===== config.mk =====
export PLATFORM = sky130hd
export DESIGN_NAME = median3_ema_smoother
export DESIGN_NICKNAME = d
export VERILOG_FILES = /design/src/rtl/m3ema_pkg.sv /design/src/rtl/median3_ema_smoother.sv
export SDC_FILE = /design/constraint.sdc
export NUM_CORES = 1
export LEC_CHECK = 0
export BUFFER_PORTS_ARGS = -buffer_cell sky130_fd_sc_hd__buf_2
export CAP_MARGIN = 20
export CORE_MARGIN = 5
export CORE_UTILIZATION = 60
export CTS_BUF_LIST = sky130_fd_sc_hd__clkbuf_8
export DETAILED_ROUTE_END_ITERATION = 8
export PLACE_DENSITY_LB_ADDON = 0.05
export RECOVER_POWER = 100
export REMOVE_ABC_BUFFERS = 1
export SYNTH_ARGS = -nofsm -noshare
export SYNTH_HDL_FRONTEND = slang
export SYNTH_SLANG_ARGS = --single-unit
export TNS_END_PERCENT = 20

===== constraint.sdc =====
create_clock -name clk -period 11.7 [get_ports clk]
set_input_delay 1.17 -clock clk [delete_from_list [all_inputs] [get_ports clk]]
set_output_delay 1.17 -clock clk [all_outputs]
set_load 0.02 [all_outputs]

===== src/rtl/m3ema_pkg.sv =====
// shared widths and constants for the median-of-three smoothing filter
package m3ema_pkg;

    localparam int TEMP_W    = 11;  // signed tenths of a degree
    localparam int FACTOR_W  = 7;   // blend factor in hundredths
    localparam int POS_W     = 2;   // store write position
    localparam int NUM_W     = 18;  // signed weighted sum, |sum| <= 102400
    localparam int MAG_W     = 17;  // magnitude of the sum plus the rounding half
    localparam int PROD_W    = 30;  // magnitude times reciprocal

    localparam logic [FACTOR_W-1:0] FACTOR_SCALE = 7'd100;
    localparam logic [FACTOR_W-1:0] FACTOR_RESET = 7'd45;
    localparam logic [MAG_W-1:0]    ROUND_HALF   = 17'd50;
    localparam logic [MAG_W-1:0]    DIVISOR      = 17'd100;

    // floor(2^19 / 100); the estimate is the true quotient or one below it
    localparam logic [PROD_W-1:0]   DIV_RECIP    = 30'd5242;
    localparam int                  DIV_SHIFT    = 19;

    localparam logic [POS_W-1:0]    POS_LAST     = 2'd2;

    typedef logic signed [TEMP_W-1:0] temp_t;

endpackage


===== src/rtl/median3_ema_smoother.sv =====
// median-of-three filter with exponential moving average blend, top level
//
// Usage:
//   sample channel: sample_valid/sample_stall carry a word of sample and
//   previous_value; a word is taken at a rising edge with valid high and
//   stall low.
//   result channel: result_valid/result_stall carry filtered and updated,
//   one result word for every sample word, in order.
//   cfg channel: cfg_valid/cfg_ready write blend_factor (cfg_ready is always
//   high); values above 100 act as 100. Write it only while the block is idle.
// A taken word passes stages 1 to 4 and then the output register before its result shows.
// Throughput: one word per cycle while results are not stalled, set by a five-register
//   pipeline in which every stage can load while it is empty or while the one after it moves.
// The first sample after reset fills the three-entry store and gives an
//   update; after that every third sample gives one.
// Reset: pipeline empty, factor 45, store not primed.
// Stall: a held result keeps its word; earlier stages keep filling bubbles
//   and sample_stall rises only once every stage holds a word.
module median3_ema_smoother
    import m3ema_pkg::*;
(
    input  logic                       clk,
    input  logic                       rst_n,
    input  logic                       cfg_valid,
    output logic                       cfg_ready,
    input  logic [FACTOR_W-1:0]        cfg_data,
    input  logic                       sample_valid,
    output logic                       sample_stall,
    input  logic signed [TEMP_W-1:0]   sample,
    input  logic signed [TEMP_W-1:0]   previous_value,
    output logic                       result_valid,
    input  logic                       result_stall,
    output logic signed [TEMP_W-1:0]   filtered,
    output logic                       updated
);

    // control
    logic [FACTOR_W-1:0] factor_reg;
    logic [POS_W-1:0]    pos_reg, pos_next;
    logic                primed_reg;
    logic                s1_vld_reg, s2_vld_reg, s3_vld_reg, s4_vld_reg, out_vld_reg;
    logic                ld1, ld2, ld3, ld4, ld5;
    logic                accept;
    logic                full_next;

    // sample store, no reset: read only after priming writes every entry
    temp_t               store_reg [3];
    temp_t               store_next [3];

    // stage 1: store snapshot
    temp_t               s1_a_reg [3];
    temp_t               s1_prev_reg;
    logic                s1_full_reg;

    // stage 2: weighted sum
    logic signed [NUM_W-1:0] s2_num_reg;
    temp_t               s2_prev_reg;
    logic                s2_full_reg;

    // stage 3: magnitude plus half
    logic [MAG_W-1:0]    s3_x_reg;
    logic                s3_neg_reg;
    temp_t               s3_prev_reg;
    logic                s3_full_reg;

    // stage 4: quotient estimate
    logic [MAG_W-1:0]    s4_x_reg;
    logic [TEMP_W-1:0]   s4_q0_reg;
    logic                s4_neg_reg;
    temp_t               s4_prev_reg;
    logic                s4_full_reg;

    // output register
    temp_t               out_val_reg;
    logic                out_upd_reg;

    // combinational
    temp_t               med;
    temp_t               lo_ab, hi_ab, lo_hc;
    logic signed [NUM_W-1:0] num;
    logic [NUM_W-1:0]    mag;
    logic [PROD_W-1:0]   prod;
    logic [MAG_W-1:0]    rem;
    logic [TEMP_W-1:0]   quot;
    temp_t               blend_val;

    assign cfg_ready = 1'b1;

    assign ld5 = !out_vld_reg || !result_stall;
    assign ld4 = !s4_vld_reg  || ld5;
    assign ld3 = !s3_vld_reg  || ld4;
    assign ld2 = !s2_vld_reg  || ld3;
    assign ld1 = !s1_vld_reg  || ld2;

    assign sample_stall = !ld1;
    assign accept       = sample_valid && ld1;

    // store write and fill position
    always_comb
    begin
        full_next = 1'b0;
        pos_next  = pos_reg;
        for (int k = 0; k < 3; k++)
        begin
            store_next[k] = store_reg[k];
            if (!primed_reg || pos_reg == POS_W'(k))
            begin
                store_next[k] = sample;
            end
        end
        if (!primed_reg)
        begin
            pos_next  = '0;
            full_next = 1'b1;
        end
        else if (pos_reg == POS_LAST)
        begin
            pos_next  = '0;
            full_next = 1'b1;
        end
        else
        begin
            pos_next = pos_reg + POS_W'(1);
        end
    end

    // median of three and weighted sum
    always_comb
    begin
        lo_ab = (s1_a_reg[0] < s1_a_reg[1]) ? s1_a_reg[0] : s1_a_reg[1];
        hi_ab = (s1_a_reg[0] > s1_a_reg[1]) ? s1_a_reg[0] : s1_a_reg[1];
        lo_hc = (hi_ab < s1_a_reg[2]) ? hi_ab : s1_a_reg[2];
        med   = (lo_ab > lo_hc) ? lo_ab : lo_hc;
        num   = NUM_W'($signed({1'b0, factor_reg})) * NUM_W'(med)
              + NUM_W'($signed({1'b0, FACTOR_SCALE - factor_reg})) * NUM_W'(s1_prev_reg);
    end

    // magnitude, reciprocal estimate, one-step correction
    always_comb
    begin
        mag       = s2_num_reg[NUM_W-1] ? NUM_W'(-s2_num_reg) : NUM_W'(s2_num_reg);
        prod      = PROD_W'(s3_x_reg) * DIV_RECIP;
        rem       = s4_x_reg - MAG_W'(MAG_W'(s4_q0_reg) * DIVISOR);
        quot      = (rem >= DIVISOR) ? s4_q0_reg + TEMP_W'(1) : s4_q0_reg;
        blend_val = s4_neg_reg ? temp_t'(-quot) : temp_t'(quot);
    end

    always_ff @(posedge clk or negedge rst_n)
    begin
        if (!rst_n)
        begin
            factor_reg  <= FACTOR_RESET;
            pos_reg     <= '0;
            primed_reg  <= 1'b0;
            s1_vld_reg  <= 1'b0;
            s2_vld_reg  <= 1'b0;
            s3_vld_reg  <= 1'b0;
            s4_vld_reg  <= 1'b0;
            out_vld_reg <= 1'b0;
        end
        else
        begin
            if (cfg_valid && cfg_ready)
            begin
                factor_reg <= (cfg_data > FACTOR_SCALE) ? FACTOR_SCALE : cfg_data;
            end
            if (accept)
            begin
                pos_reg    <= pos_next;
                primed_reg <= 1'b1;
            end
            if (ld1) s1_vld_reg  <= sample_valid;
            if (ld2) s2_vld_reg  <= s1_vld_reg;
            if (ld3) s3_vld_reg  <= s2_vld_reg;
            if (ld4) s4_vld_reg  <= s3_vld_reg;
            if (ld5) out_vld_reg <= s4_vld_reg;
        end
    end

    always_ff @(posedge clk)
    begin
        if (accept)
        begin
            for (int k = 0; k < 3; k++)
            begin
                store_reg[k] <= store_next[k];
                s1_a_reg[k]  <= store_next[k];
            end
            s1_prev_reg <= previous_value;
            s1_full_reg <= full_next;
        end
        if (ld2 && s1_vld_reg)
        begin
            s2_num_reg  <= num;
            s2_prev_reg <= s1_prev_reg;
            s2_full_reg <= s1_full_reg;
        end
        if (ld3 && s2_vld_reg)
        begin
            s3_x_reg    <= MAG_W'(mag) + ROUND_HALF;
            s3_neg_reg  <= s2_num_reg[NUM_W-1];
            s3_prev_reg <= s2_prev_reg;
            s3_full_reg <= s2_full_reg;
        end
        if (ld4 && s3_vld_reg)
        begin
            s4_x_reg    <= s3_x_reg;
            s4_q0_reg   <= prod[DIV_SHIFT +: TEMP_W];
            s4_neg_reg  <= s3_neg_reg;
            s4_prev_reg <= s3_prev_reg;
            s4_full_reg <= s3_full_reg;
        end
        if (ld5 && s4_vld_reg)
        begin
            out_val_reg <= s4_full_reg ? blend_val : s4_prev_reg;
            out_upd_reg <= s4_full_reg;
        end
    end

    assign result_valid = out_vld_reg;
    assign filtered     = out_val_reg;
    assign updated      = out_upd_reg;

    // fill position only walks the three entries
    a_pos_range: assert property (@(posedge clk) disable iff (!rst_n)
        pos_reg != 2'd3)
        else $error("fill position out of range");

    // the first word after reset always gives an update
    a_prime_full: assert property (@(posedge clk) disable iff (!rst_n)
        (accept && !primed_reg) |=> (s1_vld_reg && s1_full_reg))
        else $error("priming word did not mark the store full");

    // the reciprocal estimate is never more than one below the quotient
    a_div_corr: assert property (@(posedge clk) disable iff (!rst_n)
        s4_vld_reg |-> (rem < (DIVISOR + DIVISOR)))
        else $error("quotient estimate off by more than one");

    // stored factor is always saturated
    a_factor_sat: assert property (@(posedge clk) disable iff (!rst_n)
        factor_reg <= FACTOR_SCALE)
        else $error("blend factor above scale");

endmodule

==> flow_summary.json <==
{
  "hold_path_class": "register to register",
  "drc": 0,
  "crit_fanout": 20,
  "area_delta_synth_final_pct": 6.05,
  "synth_warnings": 0,
  "drtIter0Drc": 491,
  "io_buffer_count": 47,
  "synth_area_leader_cell": "edfxtp_1",
  "ys_seq_area_share_pct": 26.6,
  "vias_per_cell": 5.42,
  "syn_avg_cell_area_um2": 10.4,
  "first_pass_iters": 8,
  "diodes": 0,
  "final_common_cell": "inv_1",
  "synth_compound_area_share_pct": 7.95,
  "path_buf_inv": 6,
  "worstSetupStartpointType": "register",
  "finalWirelength_um": 37800,
  "die_w_um": 188,
  "clockBufferDepth": 2,
  "grt_pass1_wl_um": 63700,
  "die-area_um2": 35400,
  "grt_antenna_before_repair": 0,
  "synthAdderAreaFrac_pct": 39.0,
  "violations": "capacitance limit, slew limit",
  "tightest_slew_ns": 1.80,
  "synth_xor_area_share_pct": 4.96,
  "slew_violations": 69,
  "hold_buffers": 0,
  "path_common_cell": "fa_1",
  "max_stage_delay_ns": 0.56,
  "die_y_um": 188,
  "critical_path.top_delay_family": "adder cells",
  "crit_arrival_ns": 11.28,
  "grt_pass1_vias": 13500,
  "postRouteAntennaNets": 0,
  "ios": 49,
  "ys_seq_elements": 171,
  "synthArstFlopShare_pct": 8.77,
  "synth-simple-area-share_pct": 10.7,
  "slew_headroom_pct": -23.4,
  "ys_top_cells_by_area": "edfxtp_1, fa_1, ha_1",
  "start_util_pct": 60.6,
  "netlist.area_leader.share_pct": 24.6,
  "fin_crit_ns": 11.05,
  "post-dp-hpwl_um": 31400,
  "path_class": "register to register",
  "largest_reg_flops": 33,
  "cts_root_buf": "clkbuf_8",
  "grt_max_degree": 40,
  "clock_sinks": 171,
  "overflow": 0,
  "finalSetupTns_ns": 0,
  "htreeDepth": 4,
  "final_hold_viol_count": 0,
  "core_area_um2": 31500,
  "wl_per_cell_um": 16.4,
  "outcome": "finished with violations",
  "synth_top_family_by_area": "adder cells",
  "cts_inserted_buffers": 17,
  "clk_latency_ns": 0.49,
  "synth-main-ff-cell": "edfxtp_1",
  "max_freq_ghz": 0.0905,
  "rrSetupSlack_ns": 0.65,
  "fin_skew_ns": 0.0186,
  "synth_cell_type_count": 79,
  "setup_viol": 0,
  "synth.area.mux_share_pct": 1.98,
  "place_congestion": 0.909,
  "synth_edf_count": 156,
  "clk_pin_slew_ns": 0.10,
  "grt_setup_unrepaired": "false",
  "maxCapViolations": 4,
  "nFillCells": 2545,
  "vias": 12500,
  "layout_common_cells": "inv_1, ha_1, fa_1",
  "end_kind": "register",
  "cpMaxStageDelayCell": "fa_1",
  "fin_crit_sh_pct": 94.4,
  "crit_required_ns": 11.93,
  "synth_cells": 1834,
  "cts_tree": "done",
  "finalNetCount": 2390,
  "placementRows": 65,
  "grtUsageTotal_pct": 22.2,
  "synth.cell_area_um2": 19100,
  "drive_above_1_share_pct": 6.19
}
-- area by class of cell --
cell class | instances | area [µm²] | area share (%)
clock buffers | 17 | 234 | 1.16
clock inverters | 15 | 131 | 0.650
inverters | 415 | 1560 | 7.71
multi-input cells | 1220 | 12400 | 61.2
flip-flops and latches | 171 | 5060 | 25.1
well taps | 402 | 503 | 2.49
repair buffers | 68 | 347 | 1.71
-- kinds of logic after synthesis --
logic type,after synthesis
fa+ha+maj,463
buf+inv,444
simple gates,387
compound gates,225
flops,171
xor+xnor,107
mux,36
other cells,1
-- synth_stat cells (all sizes together) (4+ instances only) --
library cell	count
inv	414
ha	245
fa	218
edfxtp	156
nand2	90
and2	71
xnor2	64
nor2	61
a21oi	60
o21ai	58
nor2b	47
xor2	43
nand2b	31
a21o	23
clkbuf	23
mux2i	22
nand3	18
nor3	18
mux2	14
a211oi	11
dfrtp	11
nand4	10
or2	10
o21a	9
a31oi	8
o21bai	8
o31ai	8
or3	7
buf	6
and3	4
dfstp	4
nor4	4
o41ai	4
-- final timing paths --
check                               start             end  depth (start not counted)
setup / recovery           s1_a_reg[0][4]  s2_num_reg[17]                         49
hold / removal             s2_prev_reg[4]  s3_prev_reg[4]                          0
setup reg to reg           s1_a_reg[0][4]  s2_num_reg[17]                         49
hold reg to reg            s2_prev_reg[4]  s3_prev_reg[4]                          0
max in group asynchronous           rst_n      s4_vld_reg                          1
min in group asynchronous           rst_n      primed_reg                          1
-- layer usage --
metal	vias up	global-route usage [%]	share of wire, %
li1	6075	-	-
met1	6214	25.8	40
met2	173	42.0	56
met3	49	3.00	2.3
met4	0	7.65	1.9
met5	-	0	0
-- timing repair --
action | CTS | global route
setup buffers | 0 | 8
cloned | 0 | 1
setup endpoints to repair | 2 | 7
pin swaps | 0 | 9
gates resized for setup | 1 | 25
-- metrics by stage --
step	utilization, %	setup slack (ns)	hold WS [ns]	instances	cell area (µm²)
after floorplan	-	-0.595	0.400	1805	18900
after global placement	62.8	0.172	0.400	2265	19800
final	64.2	0.652	0.425	2308	20200
after detailed placement	62.8	-0.176	0.405	2266	19800
after global routing	64.2	0.0227	0.436	2308	20200
after CTS	64.0	0.0600	0.424	2298	20100
Power is not shown: default switching activity piles up to over one toggle a cycle in this logic, so the estimate is an artifact.
